--- config.mk ---
export PLATFORM = sky130hd
export DESIGN_NAME = cham64_key_sched
export DESIGN_NICKNAME = d
export VERILOG_FILES = /design/src/design/cham64_pkg.sv /design/src/design/cham64_key_sched.sv
export SDC_FILE = /design/constraint.sdc
export NUM_CORES = 1
export LEC_CHECK = 0
export BUFFER_PORTS_ARGS = -buffer_cell sky130_fd_sc_hd__buf_2
export CAP_MARGIN = 20
export CORE_AREA = 3 3 148 150
export DETAILED_ROUTE_END_ITERATION = 8
export DIE_AREA = 0 0 151 153
export PLACE_DENSITY = 0.64
export RECOVER_POWER = 25
export SYNTH_ARGS = -nofsm -noshare
export SYNTH_HDL_FRONTEND = slang
export SYNTH_SLANG_ARGS = --single-unit
--- constraint.sdc ---
create_clock -name vclk -period 1.6
set_input_delay 0.48 -clock vclk [all_inputs]
set_output_delay 0.48 -clock vclk [all_outputs]
set_load 0.01 [all_outputs]
--- src/design/cham64_pkg.sv ---
// ----------------------------------------------------------------------------
// cham64_pkg
// Shared types, constants and round functions for the CHAM-64/128 encrypter.
// ----------------------------------------------------------------------------
package cham64_pkg;

    // number of ARX rounds applied to each block
    localparam int ROUND_COUNT = 80;

    // two rounds per pipeline stage
    localparam int ROUNDS_PER_STAGE = 2;
    localparam int NUM_STAGES = (ROUND_COUNT + ROUNDS_PER_STAGE - 1) / ROUNDS_PER_STAGE;

    // round counter must hold every index up to ROUND_COUNT
    localparam int RND_W = $clog2(ROUND_COUNT + 1);

    localparam int WORD_W = 16;
    localparam int NUM_RK = 16;
    localparam int RK_IDX_W = $clog2(NUM_RK);

    // register map, indexed by address bit 3
    localparam logic REG_KEY_LO = 1'b0;
    localparam logic REG_KEY_HI = 1'b1;

    typedef logic [WORD_W-1:0] word_t;

    // one block in flight: four state words
    typedef struct packed {
        word_t x0;
        word_t x1;
        word_t x2;
        word_t x3;
    } block_t;

    // sixteen round keys
    typedef word_t [NUM_RK-1:0] rk_set_t;

    function automatic word_t rol1(input word_t v);
        return {v[WORD_W-2:0], v[WORD_W-1]};
    endfunction

    function automatic word_t rol8(input word_t v);
        return {v[WORD_W-9:0], v[WORD_W-1:WORD_W-8]};
    endfunction

    function automatic word_t rol11(input word_t v);
        return {v[WORD_W-12:0], v[WORD_W-1:WORD_W-11]};
    endfunction

    // one ARX round; odd rounds swap the two rotations
    function automatic block_t arx_round(input block_t b, input logic [RND_W-1:0] rnd,
                                         input word_t rk);
        word_t  a;
        word_t  k;
        word_t  s;
        block_t o;
        a = b.x0 ^ WORD_W'(rnd);
        if (rnd[0])
        begin
            k = rol8(b.x1) ^ rk;
            s = k + a;
            o.x3 = rol1(s);
        end
        else
        begin
            k = rol1(b.x1) ^ rk;
            s = k + a;
            o.x3 = rol8(s);
        end
        o.x0 = b.x1;
        o.x1 = b.x2;
        o.x2 = b.x3;
        return o;
    endfunction

endpackage

--- src/design/cham64_key_sched.sv ---
// ----------------------------------------------------------------------------
// cham64_key_sched
// Derives the sixteen round keys from the eight key words.
// ----------------------------------------------------------------------------
module cham64_key_sched (
    input  logic [63:0]               key_lo,
    input  logic [63:0]               key_hi,
    output cham64_pkg::rk_set_t       rk
);

    logic [127:0] key_all;

    assign key_all = {key_hi, key_lo};

    // rk[i] uses rol8, rk[(i+8)^1] uses rol11
    always_comb
    begin
        cham64_pkg::word_t kw;
        for (int i = 0; i < 8; i++)
        begin
            kw = key_all[cham64_pkg::WORD_W*i +: cham64_pkg::WORD_W];
            rk[i] = kw ^ cham64_pkg::rol1(kw) ^ cham64_pkg::rol8(kw);
            rk[(i + 8) ^ 1] = kw ^ cham64_pkg::rol1(kw) ^ cham64_pkg::rol11(kw);
        end
    end

endmodule

; ---- Yosys cells after proc, flatten, opt, wreduce, memory -nomap -nowiden
; Index checks and enable logic that the tools add are counted.
; Widths: inputs -> output; s select.
[word_totals]
ff_bits = 0
inputBits = 128
wordCells = 24
[op_classes]
bitwise = 24
[ops]
columns = operator, count
row1 = $xor 16x16->16, 24

; ---- Longest topological paths before layout
[logic_depth]
depth_word = 2
ltp_mapped = 2
depth_no_buf = 1

; ---- Worst setup path after synthesis
; Ideal clock, no wire load.
[synth_timing]
path_kind = input -> output
from = in key_hi[50]
to = out rk[114] (netlist bit)
arrival_time_ns = 1.083
t_required_ns = 1.120
setup_slack_ns = 0.037
path_stages = 2
path_buffers = 1
path_cell_list = buf_2 xor3_1
[synth_lines]
columns = element, line
row1 = "start, declared", cham64_key_sched.sv:7  ; input logic [63:0] key_hi,
row2 = "end, declared", cham64_key_sched.sv:8  ; output cham64_pkg::rk_set_t rk

==> flow_summary.ini <==
[route]
vias = 4713
wl_mm = 22.1
drtIter0Drc = 139
vias_per_cell = 4.40
dr.pass1.iters = 6
wl_per_cell_um = 20.7
drc = 0
drtAntennaViolNets = 0

[power]
p_clk_share_pct = 0
p_sw_w = 0.00182
swShare_pct = 36.7
internal_power_w = 0.00314
power_frac_comb_pct = 100.0
total_power_w = 0.00497
p_seq_share_pct = 0
peakVddDrop_uv = 260
p_per_area_nw_per_um2 = 429
p_leak_nw = 6.89

[synth]
synth-seq-area-share_pct = 0
netlist_instances = 369
avgSynthCellArea_um2 = 18.4
ys_types = 5
yosysWarnings = 0
syn-num-nets = 497
netlist_area_um2 = 6780

[worst_setup_path]
critPathLaunchType = primary input
critPathKind = in -> out
startpoint = key_lo[49]
crit_path_end_kind = primary output
cp.required_ps = 1120
worstPathMaxFanout = 4
arrival_ps = 1240

[sta]
tightestPinTransition_ps = 119
timing.final.ws_setup_ps = -117
post-route-period-util_pct = 107
final-setup-viol-count = 108
hold_viol_final = 0
slew_violations = 0
finalCriticalPeriod_ps = 1720
slew_headroom_pct = 92.1
whs_ps = 1300
rsz0062_at_grt = true
max_freq_mhz = 583

[global_routing]
antenna_found_initial = 0
grt.total_usage_pct = 16.9
grt_pass1_vias = 4840
overflow = 0
grt_pass1_wl_mm = 30.5
grt_max_degree = 7

[placed_design]
io_buffers = 384
dp_hpwl_mm = 15.9
place_congestion = 0.813

[layout]
layout_common_cells = xor3_1, buf_2, buf_12, buf_4, buf_6
nNetsFinal = 925
final_util_pct = 55.6
final_common_cell = xor3_1
clock_buffer_count = 0
seq_cells = 0
antenna_cells = 0
regArea_um2 = 0
drive_above_1_share_pct = 67.8
syn_to_final_growth_pct = 70.7

[status]
status = finished with violations
violations = setup timing

[hold_path]
min-delay-start = key_hi[17]
hold_depth = 3
min_path_type = in -> out
min_to = rk[89]

[job]
drv_cap = 0

[floorplanning]
io_pins = 384
coreArea_um2 = 20800
start_util_pct = 32.6
rows = 53
fp.dieW_um = 151
dieHeight_um = 153
die_area_um2 = 23100

[clock_network]
cts_hold_buf = 0
==> critical path, cell delays in order <==
cell and delay, ps:
buf_12 110, buf_12 120, xor3_1 360, buf_2 160
==> power by group through the flow <==
stage | Clock (W) | Sequential (W) | Combinational, W
floorplan | 0 | 0 | 0.00283
global placement | 0 | 0 | 0.00420
detailed placement | 0 | 0 | 0.00422
CTS | 0 | 0 | 0.00481
global route | 0 | 0 | 0.00520
finish | 0 | 0 | 0.00497
==> metal layers <==
layer / vias to the layer above / share of wire (%) / wire (µm) / track usage (%)
met5: - / 0 / 0 / 0
li1: 2129 / - / - / -
met2: 190 / 57 / 12600 / 33.6
met1: 2384 / 37 / 8180 / 20.3
met4: 0 / 0.60 / 133 / 0.864
met3: 10 / 5.6 / 1230 / 1.81
==> timing repair <==
| item | 4_1_cts | 5_1_grt |
|---|---|---|
| buffers inserted | 47 | 38 |
| pin swaps | 129 | 52 |
| resized for setup | 460 | 71 |
| setup endpoints to repair | 256 | 238 |
==> synthesized netlist by cell type, drive strengths merged <==
library cell / n / area [µm²]
buf: 87 / 578
clkbuf: 26 / 120
xor3: 256 / 6090
==> area by class of cell <==
class                      count  area, µm²
timing repair buffer         539       5150
fill                        1548       9240
tap                          275        344
multi-input combinational    256       6090
==> cell families after synthesis <==
| kind of cell | after synthesis | share of synthesized area [%] |
|---|---|---|
| buffers and inverters | 113 | 10.3 |
| xor gates and xnor gates | 256 | 89.7 |
==> worst max-delay path by stage <==
stage / end / slack, ps / cells after the start
3_5_place_dp: rk[48] / -220 / 4
3_3_place_gp: rk[50] / -240 / 3
5_1_grt: rk[50] / -150 / 4
4_1_cts: rk[50] / -140 / 4
2_1_floorplan: rk[114] / 40 / 2
6_report: rk[50] / -120 / 4
==> stage by stage <==
step                      instances  setup TNS (ps)  instance area [µm²]  setup slack, ps
after floorplan                 369               0                 6780             37.0
after global placement          992          -27700                 9030             -237
after detailed placement        992          -29470                 9030             -220
after CTS                      1035           -3600                11000             -140
after global routing           1070           -6170                11600             -149
final                          1070           -3040                11600             -117
No activity file was read; power rests on OpenSTA's default activity.
