[src/design/cham64_pkg.sv]
// ----------------------------------------------------------------------------
// cham64_pkg
// Shared types, constants and round functions for the CHAM-64/128 encrypter.
// ----------------------------------------------------------------------------
package cham64_pkg;

    // number of ARX rounds applied to each block
    localparam int ROUND_COUNT = 80;

    // two rounds per pipeline stage
    localparam int ROUNDS_PER_STAGE = 2;
    localparam int NUM_STAGES = (ROUND_COUNT + ROUNDS_PER_STAGE - 1) / ROUNDS_PER_STAGE;

    // round counter must hold every index up to ROUND_COUNT
    localparam int RND_W = $clog2(ROUND_COUNT + 1);

    localparam int WORD_W = 16;
    localparam int NUM_RK = 16;
    localparam int RK_IDX_W = $clog2(NUM_RK);

    // register map, indexed by address bit 3
    localparam logic REG_KEY_LO = 1'b0;
    localparam logic REG_KEY_HI = 1'b1;

    typedef logic [WORD_W-1:0] word_t;

    // one block in flight: four state words
    typedef struct packed {
        word_t x0;
        word_t x1;
        word_t x2;
        word_t x3;
    } block_t;

    // sixteen round keys
    typedef word_t [NUM_RK-1:0] rk_set_t;

    function automatic word_t rol1(input word_t v);
        return {v[WORD_W-2:0], v[WORD_W-1]};
    endfunction

    function automatic word_t rol8(input word_t v);
        return {v[WORD_W-9:0], v[WORD_W-1:WORD_W-8]};
    endfunction

    function automatic word_t rol11(input word_t v);
        return {v[WORD_W-12:0], v[WORD_W-1:WORD_W-11]};
    endfunction

    // one ARX round; odd rounds swap the two rotations
    function automatic block_t arx_round(input block_t b, input logic [RND_W-1:0] rnd,
                                         input word_t rk);
        word_t  a;
        word_t  k;
        word_t  s;
        block_t o;
        a = b.x0 ^ WORD_W'(rnd);
        if (rnd[0])
        begin
            k = rol8(b.x1) ^ rk;
            s = k + a;
            o.x3 = rol1(s);
        end
        else
        begin
            k = rol1(b.x1) ^ rk;
            s = k + a;
            o.x3 = rol8(s);
        end
        o.x0 = b.x1;
        o.x1 = b.x2;
        o.x2 = b.x3;
        return o;
    endfunction

endpackage

[src/design/cham64_round_stage.sv]
// ----------------------------------------------------------------------------
// cham64_round_stage
// One pipeline stage: up to two ARX rounds followed by a register.
// ----------------------------------------------------------------------------
module cham64_round_stage (
    input  logic                              clk,
    input  logic                              rst_n,
    input  logic                              en,
    input  logic                              in_valid,
    input  cham64_pkg::block_t                in_blk,
    input  logic [cham64_pkg::RND_W-1:0]      rnd_first,
    input  logic [cham64_pkg::RND_W-1:0]      rnd_second,
    input  logic                              second_on,
    input  cham64_pkg::word_t                 rk_first,
    input  cham64_pkg::word_t                 rk_second,
    output logic                              out_valid,
    output cham64_pkg::block_t                out_blk
);

    logic               valid_reg;
    cham64_pkg::block_t blk_reg;
    cham64_pkg::block_t mid;
    cham64_pkg::block_t blk_next;

    // two rounds back to back; the second is skipped past the last round
    always_comb
    begin
        mid = cham64_pkg::arx_round(in_blk, rnd_first, rk_first);
        if (second_on)
        begin
            blk_next = cham64_pkg::arx_round(mid, rnd_second, rk_second);
        end
        else
        begin
            blk_next = mid;
        end
    end

    // valid bit
    always_ff @(posedge clk or negedge rst_n)
    begin
        if (!rst_n)
        begin
            valid_reg <= 1'b0;
        end
        else if (en)
        begin
            valid_reg <= in_valid;
        end
    end

    // data register
    always_ff @(posedge clk)
    begin
        if (en)
        begin
            blk_reg <= blk_next;
        end
    end

    assign out_valid = valid_reg;
    assign out_blk   = blk_reg;

endmodule

[config.mk]
export PLATFORM = sky130hd
export DESIGN_NAME = cham64_round_stage
export DESIGN_NICKNAME = d
export VERILOG_FILES = /design/src/design/cham64_pkg.sv /design/src/design/cham64_round_stage.sv
export SDC_FILE = /design/constraint.sdc
export NUM_CORES = 1
export LEC_CHECK = 0
export ABC_AREA = 1
export ABC_CLOCK_PERIOD_IN_PS = 800
export BUFFER_PORTS_ARGS = -buffer_cell sky130_fd_sc_hd__buf_2
export CAP_MARGIN = 20
export CORE_MARGIN = 8
export CORE_UTILIZATION = 40
export DETAILED_ROUTE_END_ITERATION = 12
export PLACE_DENSITY_LB_ADDON = 0.08
export SYNTH_ARGS = -nofsm -noshare
export SYNTH_HDL_FRONTEND = slang
export SYNTH_SLANG_ARGS = --single-unit
[constraint.sdc]
create_clock -name clk -period 0.8 [get_ports clk]
set_input_delay 0.04 -clock clk [delete_from_list [all_inputs] [get_ports clk]]
set_output_delay 0.04 -clock clk [all_outputs]
set_load 0.03 [all_outputs]
Word level (Yosys, flattened, before mapping)
Index checks and enable logic that the tools add are counted.
{ "word_totals": {"out_inout_bits": 65, "mem_count": 0, "mem_bits_ro": 0, "mem_bits_rw": 0, "latchBits": 0, "ff_bits": 65, "word_cells": 18, "in_bits": 115} }
{ "classes": {"n_reduce_logical": 0, "div": 0, "multipliers": 0, "n_mux": 3, "n_shift": 0, "n_addsub": 4, "order_cmp": 0, "n_bitwise": 6, "n_eq_ne": 0} }
{ "op_table": {"columns": ["op", "n"], "rows": [
  ["adder 16 bit", 4],
  ["2-to-1 mux 64 bit", 1],
  ["XOR 16 bit", 4],
  ["2-to-1 mux 16 bit", 2],
  ["XOR 16 x 7 -> 16 bit", 2]
]} }

Logic depth before layout (Yosys ltp)
Gate-level depths: netlist (run 1).
{ "depth": {"ltp_word": 4, "ltp_mapped": 19, "mapped_depth_nobuf": 19} }

Worst setup path after synthesis (run 1)
OpenSTA, ideal clock, no wires.
{ "synth_timing": {"path_kind": "input to register", "from": "input rnd_second[0] in the netlist's numbering", "to": "register blk_reg, in the netlist out_blk[13] (data pin)", "n_path_buf": 2, "t_required_ns": 0.548, "t_arrival_ns": 1.703, "path_stages": 16, "setup_slack_ns": -1.155, "cell_sequence": "clkbuf_1 > buf_4 > xor2_1 > ha_1 > ha_1 > inv_1 > nand2_2 > inv_1 > o21bai_4 > nand3_1 > nand3_1 > nand2_1 > nand3_1 > nand2_1 > nand2_1 > nand2_1"} }
{ "synth_lines": {"columns": ["item", "line", "source"], "rows": [
  ["from (decl)", "cham64_round_stage.sv:12", "input logic [cham64_pkg::RND_W-1:0] rnd_second,"],
  ["to (signal assigned)", "cham64_round_stage.sv:57", "blk_reg <= blk_next;"],
  ["to (decl)", "cham64_round_stage.sv:21", "cham64_pkg::block_t blk_reg;"]
]} }

==> results of run 1 <==
==> worst min-delay path, cell delays in order <==
cell                      delay (ps)
sky130_fd_sc_hd__buf_2           100
sky130_fd_sc_hd__nand2_1          60
sky130_fd_sc_hd__nand2_1          50
==> layer usage <==
| metal | GRT usage [%] | share of wire (%) | wire length (µm) | up-vias |
|---|---|---|---|---|
| met5 | 0 | 0 | 0 | - |
| met1 | 38.5 | 43 | 14700 | 4246 |
| met4 | 6.37 | 2.4 | 831 | 0 |
| met3 | 3.68 | 8.1 | 2760 | 46 |
| li1 | - | - | - | 4417 |
| met2 | 45.5 | 46 | 15800 | 402 |
==> power breakdown <==
group | switching, mW | internal (mW)
sequential | 0.234 | 4.28
clock | 1.60 | 3.06
combinational | 7.50 | 6.26
==> worst paths after layout <==
kind	to	slack [ps]
max	out_blk[28]$_DFFE_PP_	-900
min	out_blk[29]$_DFFE_PP_	10
max reg2reg	out_valid$_DFFE_PN0P_	30
min reg2reg	out_valid$_DFFE_PN0P_	530
max in group asynchronous	out_valid$_DFFE_PN0P_	140
min in group asynchronous	out_valid$_DFFE_PN0P_	540
==> layout by cell type, fill, tap and decap left out, drive strengths merged, types with 13 or more instances in the layout <==
cell,synthesis,layout
buf,10,449
nand2,405,405
inv,137,138
nand3,83,83
xor2,73,73
edfxtp,64,64
ha,64,64
o21ai,62,62
a21oi,52,52
nor2,49,49
a21o,13,13
nor3,13,13
==> through the flow <==
| step | setup slack (ps) | utilization (%) | cell area [µm²] | setup TNS [ps] | total power, mW |
|---|---|---|---|---|---|
| floorplan | -922 | - | 7640 | -25900 | 9.98 |
| global route | -984 | 75.0 | 13500 | -38190 | 24.0 |
| CTS | -864 | 69.0 | 12400 | -33880 | 21.2 |
| finish | -903 | 75.0 | 13500 | -34290 | 22.9 |
| global placement | -1510 | 57.7 | 10400 | -42510 | 14.4 |
| detailed placement | -1530 | 57.7 | 10400 | -43230 | 14.5 |
==> what timing repair did <==
action,in CTS,in global routing
hold buffers,5,0
gates resized for setup,364,219
buffers inserted,31,24
pin swaps,123,120
setup endpoints to repair,97,98
endpoints found under the hold margin,4,0
==> flip-flops by register name, summed over array words and instances, names as in the netlist <==
register	count
out_blk	64
out_valid	1
==> logic make-up after synthesis <==
| kind of cell | synth area share [%] |
|---|---|
| xor gates and xnor gates | 9.41 |
| muxes | 0.153 |
| and+or+nand+nor | 32.7 |
| AOI/OAI and AO/OA | 12.2 |
| adders and majority gates | 10.9 |
| buffers and inverters | 8.23 |
| DFF | 26.5 |
==> area by class of cell <==
cell class,count,area [µm²]
tap,229,287
inverter,137,524
clock buffer,10,229
timing repair buffer,455,3760
fill,1356,4500
multi-input combinational,864,6660
clock inverter,6,115
sequential,65,1950
==> flow_metrics.env, run 1 <==
export IMPL_port_buf_inserts=179
export IMPL_syn_area_per_cell_um2=6.78
export IMPL_yosysTopAreaCellShare_pct=26.1
export IMPL_synth_top_cells_by_area="sky130_fd_sc_hd__edfxtp_1 (26%), sky130_fd_sc_hd__nand2_1 (19%), sky130_fd_sc_hd__ha_1 (11%)"
export IMPL_floorplan_die_height_um=152
export IMPL_grt_start_max_net_pins=53
export IMPL_drv_slew=0
export IMPL_total_leakage_power_nw=6.67
export IMPL_grt_setup_unrepaired="true"
export IMPL_gr_total_overflow=0
export IMPL_place_detailed_hpwl_mm=26.7
export IMPL_drive_gt1_share_pct=55.0
export IMPL_htree_levels=3
export IMPL_antenna_found_initial=0
export IMPL_detail_route_wirelength_mm=34.1
export IMPL_worst_path_dominant_cell_family="compound AO/OA/AOI/OAI gates"
export IMPL_finalWorstSetupSlack_ps=-903
export IMPL_synth_seq_area_share_pct=26.5
export IMPL_initial_utilization_pct=40.8
export IMPL_final_cell_count_no_fill=1766
export IMPL_worst_hold_startpoint="in_blk[13]"
export IMPL_drt_first_pass_iters=5
export IMPL_clk_pin_slew_worst_setup_hold_paths_ps=50
export IMPL_grt_pass1_wl_mm=47.9
export IMPL_worst_ep_arrival_time_ps=1790
export IMPL_cts_num_sinks=65
export IMPL_ys_types=39
export IMPL_synthToLayoutAreaGrowth_pct=83.9
export IMPL_antenna_cells=0
export IMPL_placed_cells_incl_taps=1691
export IMPL_critPathBufInv=3
export IMPL_peak_clock_frequency_supported_by_timing_mhz=587
export IMPL_worstHoldPathCells=3
export IMPL_pwr_density_cell_nw_per_um2=1700
export IMPL_peakVddDrop_v=0.00172
export IMPL_hold_worst_slack_ps=11.5
export IMPL_die_w_um=152
export IMPL_finalSetupViolCount=98
export IMPL_setup_worst_path_class="primary input to register"
export IMPL_ant_nets=0
export IMPL_fin_crit_ps=1700
export IMPL_globalplace_congestion=0.990
export IMPL_slowest_delay_ps=360
export IMPL_ioPinCount=180
export IMPL_first_global_vias=8715
export IMPL_crit_path_end_kind="register"
export IMPL_worstSetupPathDepth=11
export IMPL_path_cells="buf_6 > xor2_2 > ha_1 > a21o_1 > buf_4 > o21bai_4 > buf_6 > o21ai_4 > nand2_2 > nand2_1 > nand2_1"
export IMPL_die_area_um2=23000
export IMPL_detailroute_via_count=9111
export IMPL_synthesis_nets=1264
export IMPL_detail_route_drc_violations=0
export IMPL_final_hold_violation_count=0
export IMPL_fin_worst_skew_ps=0
export IMPL_yosys_warnings=0
export IMPL_gr_usage_all_layers_pct=27.9
export IMPL_tightest_slew_ps=341
export IMPL_critPathLaunch="in_blk[51]"
export IMPL_netlist_area_um2=7360
export IMPL_synth_largest_area_cell="sky130_fd_sc_hd__edfxtp_1"
export IMPL_violated_checks="setup timing"
export IMPL_floorplan_core_area_um2=18000
export IMPL_cp_start_kind="primary input"
export IMPL_regToRegStartpoint="out_valid$_DFFE_PN0P_"
export IMPL_core_rowCount=49
export IMPL_critPathMaxFanout=4
export IMPL_count_of_flip_flops_with_a_built_in_enable_after_synthesis=64
export IMPL_post_drt_wl_per_cell_um=19.3
export IMPL_asyncSetResetFlopFracSynth_pct=1.54
export IMPL_detail_route_vias_per_cell=5.16
export IMPL_synth_commonest_cells="sky130_fd_sc_hd__nand2_1 (377), sky130_fd_sc_hd__inv_1 (130), sky130_fd_sc_hd__nand3_1 (79)"
export IMPL_drt_initial_drc_count=715
export IMPL_rr_worst_depth=1
export IMPL_synth_seq_cells=65
export IMPL_library_cell_with_the_highest_instance_count_after_synthesis="sky130_fd_sc_hd__nand2_1"
export IMPL_status="finished, violations left"
export IMPL_postSynth_topFlopCell="sky130_fd_sc_hd__edfxtp_1"
export IMPL_slew_headroom_pct=77.1
export IMPL_synth_cells=1085
export IMPL_crit_required_ps=880
export IMPL_clock_insertion_delay_worst_skew_ps=330
export IMPL_root_buffer="sky130_fd_sc_hd__clkbuf_16"
export IMPL_cts_inserted_buffers=9
export IMPL_cts_tree="yes"
export IMPL_nets=1711
export IMPL_ctsLongestPathBuffers=2
export IMPL_finalCritPeriodShare_pct=213
export IMPL_cap_viol_max_count=0
export IMPL_timing_critical_path_slowest_stage_cell="sky130_fd_sc_hd__ha_1"
export IMPL_hold_class="primary input to register"
Note: power is estimated with default switching activity, not from simulation.
==> inputs of run 2 (changes only) <==
--- a/config.mk
+++ b/config.mk
@@ -9,10 +9,14 @@
 export ABC_CLOCK_PERIOD_IN_PS = 800
 export BUFFER_PORTS_ARGS = -buffer_cell sky130_fd_sc_hd__buf_2
 export CAP_MARGIN = 20
+export CELL_PAD_IN_SITES_DETAIL_PLACEMENT = 0
+export CELL_PAD_IN_SITES_GLOBAL_PLACEMENT = 1
 export CORE_MARGIN = 8
-export CORE_UTILIZATION = 40
+export CORE_UTILIZATION = 35
 export DETAILED_ROUTE_END_ITERATION = 12
 export PLACE_DENSITY_LB_ADDON = 0.08
+export SETUP_SLACK_MARGIN = 0.02
+export SLEW_MARGIN = 0
 export SYNTH_ARGS = -nofsm -noshare
 export SYNTH_HDL_FRONTEND = slang
 export SYNTH_SLANG_ARGS = --single-unit
==> flow_metrics.env, run 2 (synthesized netlist as in run 1, its figures left out) <==
export IMPL_status="finished, violations left"
export IMPL_violated_checks="setup timing"
export IMPL_floorplan_die_height_um=161
export IMPL_grt_setup_unrepaired="true"
export IMPL_largest_reg_flops=64
export IMPL_fin_crit_ps=1710
export IMPL_finalCritPeriodShare_pct=214
export IMPL_htree_levels=3
export IMPL_core_rowCount=53
export IMPL_peakVddDrop_v=0.000871
export IMPL_antenna_found_initial=0
export IMPL_final_hold_violation_count=0
export IMPL_ioPinCount=180
export IMPL_place_detailed_hpwl_mm=27.8
export IMPL_drive_gt1_share_pct=60.7
export IMPL_first_global_vias=8781
export IMPL_critPathMaxFanout=4
export IMPL_hold_class="primary input to register"
export IMPL_setup_worst_path_class="primary input to register"
export IMPL_pwr_density_cell_nw_per_um2=1590
export IMPL_pwr_total_mw=22.9
export IMPL_placed_cells_incl_taps=1726
export IMPL_nets=1696
export IMPL_topRoutingLayerUsed="met4"
export IMPL_cts_inserted_buffers=9
export IMPL_initial_utilization_pct=35.3
export IMPL_die_w_um=161
export IMPL_ant_nets=0
export IMPL_die_area_um2=25900
export IMPL_crit_path_end_kind="register"
export IMPL_gr_total_overflow=0
export IMPL_ctsLongestPathBuffers=2
export IMPL_cts_tree="yes"
export IMPL_antenna_cells=0
export IMPL_port_buf_inserts=179
export IMPL_total_leakage_power_nw=6.83
export IMPL_peak_clock_frequency_supported_by_timing_mhz=583
export IMPL_drt_initial_drc_count=618
export IMPL_grt_start_max_net_pins=32
export IMPL_post_drt_wl_per_cell_um=19.5
export IMPL_fin_worst_skew_ps=0
export IMPL_drt_first_pass_iters=5
export IMPL_grt_pass1_wl_mm=50.7
export IMPL_met3_length_mm=2.17
export IMPL_detail_route_vias_per_cell=5.02
export IMPL_detail_route_drc_violations=0
export IMPL_finalWorstSetupSlack_ps=-914
export IMPL_tightest_slew_ps=378
export IMPL_cts_num_sinks=65
export IMPL_detail_route_wirelength_mm=35.0
export IMPL_final_cell_count_no_fill=1797
export IMPL_layout_cells_most_common_list="sky130_fd_sc_hd__nand2_1 (231), sky130_fd_sc_hd__buf_4 (213), sky130_fd_sc_hd__buf_6 (125)"
export IMPL_gr_usage_all_layers_pct=25.5
export IMPL_cap_viol_max_count=0
export IMPL_worst_ep_arrival_time_ps=1790
export IMPL_detailroute_via_count=9022
export IMPL_synthToLayoutAreaGrowth_pct=95.0
export IMPL_floorplan_core_area_um2=20800
export IMPL_met2RoutedLength_mm=15.9
export IMPL_finalSetupViolCount=97
export IMPL_layout_commonest_cell="sky130_fd_sc_hd__nand2_1"
export IMPL_worst_hold_startpoint="in_blk[2]"
export IMPL_drv_slew=0
export IMPL_detailed_route_wire_length_on_metal_1_mm=16.1
export IMPL_cp_start_kind="primary input"
export IMPL_root_buffer="sky130_fd_sc_hd__clkbuf_16"
export IMPL_pre_cts_ws_ps=-1520
export IMPL_regToRegStartpoint="out_valid$_DFFE_PN0P_"
export IMPL_slew_headroom_pct=74.7
export IMPL_clk_pin_slew_worst_setup_hold_paths_ps=60
export IMPL_crit_required_ps=880
export IMPL_clock_insertion_delay_worst_skew_ps=330
export IMPL_globalplace_congestion=0.911
export IMPL_critPathLaunch="rnd_first[5]"
[run 2: cell types whose count changed in the layout (fill, tap and decap cells not counted), moves of 8 or more]
cell	change
sky130_fd_sc_hd__buf_8	+8
sky130_fd_sc_hd__nand3_1	-15
sky130_fd_sc_hd__ha_1	-10
sky130_fd_sc_hd__nand2_4	+18
sky130_fd_sc_hd__xor2_1	-10
sky130_fd_sc_hd__buf_6	+23
sky130_fd_sc_hd__buf_4	-37
sky130_fd_sc_hd__buf_2	-17
sky130_fd_sc_hd__buf_12	+8
sky130_fd_sc_hd__nand2_2	+23
sky130_fd_sc_hd__nand2_1	-39
sky130_fd_sc_hd__ha_4	+14
sky130_fd_sc_hd__nand3_2	+9
sky130_fd_sc_hd__a21oi_1	-8
[run 2: final cells by class]
type,count,area [µm²]
timing repair buffer,440,3940
inverter,137,529
sequential,65,1950
fill,1683,6480
tap,275,344
multi-input combinational,864,7320
clock inverter,6,36.3
clock buffer,10,229
[run 2: timing repair]
action / 4_1_cts / 5_1_grt
buffers inserted: 29 / 23
hold buffers: 5 / 0
endpoints found under the setup margin: 97 / 98
endpoints found under the hold margin: 4 / 0
gates resized for setup: 432 / 354
pin swaps: 137 / 160
[run 2: critical path: stages]
cell                      delay (ps)
sky130_fd_sc_hd__buf_8           100
sky130_fd_sc_hd__xor2_4          230
sky130_fd_sc_hd__ha_4            270
sky130_fd_sc_hd__a21o_1          230
sky130_fd_sc_hd__a21oi_2         170
sky130_fd_sc_hd__nand2_4          90
sky130_fd_sc_hd__nand2_2          60
sky130_fd_sc_hd__nand2_2          60
sky130_fd_sc_hd__a21oi_2         130
sky130_fd_sc_hd__o21ai_2          90
sky130_fd_sc_hd__o21ai_1          80
sky130_fd_sc_hd__buf_4           160
sky130_fd_sc_hd__o21ai_2          60
[run 2: report_power, final]
part / switching, mW / internal (mW) / total, mW
registers: 0.247 / 4.28 / 4.53
logic: 8.02 / 6.81 / 14.8
clock network: 1.43 / 2.08 / 3.51
total: 9.70 / 13.2 / 22.9
[run 2: final timing paths]
check                           slack, ps               endpoint  depth (start not counted)
worst max register to register          0  out_valid$_DFFE_PN0P_                          1
worst min register to register        550  out_valid$_DFFE_PN0P_                          1
worst min-delay path                    8  out_blk[18]$_DFFE_PP_                          3
worst max-delay path                 -910   out_blk[2]$_DFFE_PP_                         13
max in group asynchronous             160  out_valid$_DFFE_PN0P_                          3
min in group asynchronous             520  out_valid$_DFFE_PN0P_                          3
[run 2: per-stage QoR]
stage | util, % | setup TNS (ps) | hold WS [ps] | cell area [µm²]
floorplan | - | -25900 | -256 | 7640
global placement | 50.0 | -45230 | -185 | 10400
detailed placement | 50.0 | -45430 | -183 | 10400
CTS | 61.1 | -33320 | 0.114 | 12700
global route | 68.9 | -36660 | 6.63 | 14300
finish | 68.9 | -32710 | 7.53 | 14300
[run 2: metal layers]
| metal | global-route usage [%] | up-vias |
|---|---|---|
| li1 | - | 4386 |
| met3 | 3.61 | 49 |
| met4 | 5.68 | 0 |
| met2 | 40.7 | 338 |
| met1 | 35.9 | 4249 |
| met5 | 0 | - |
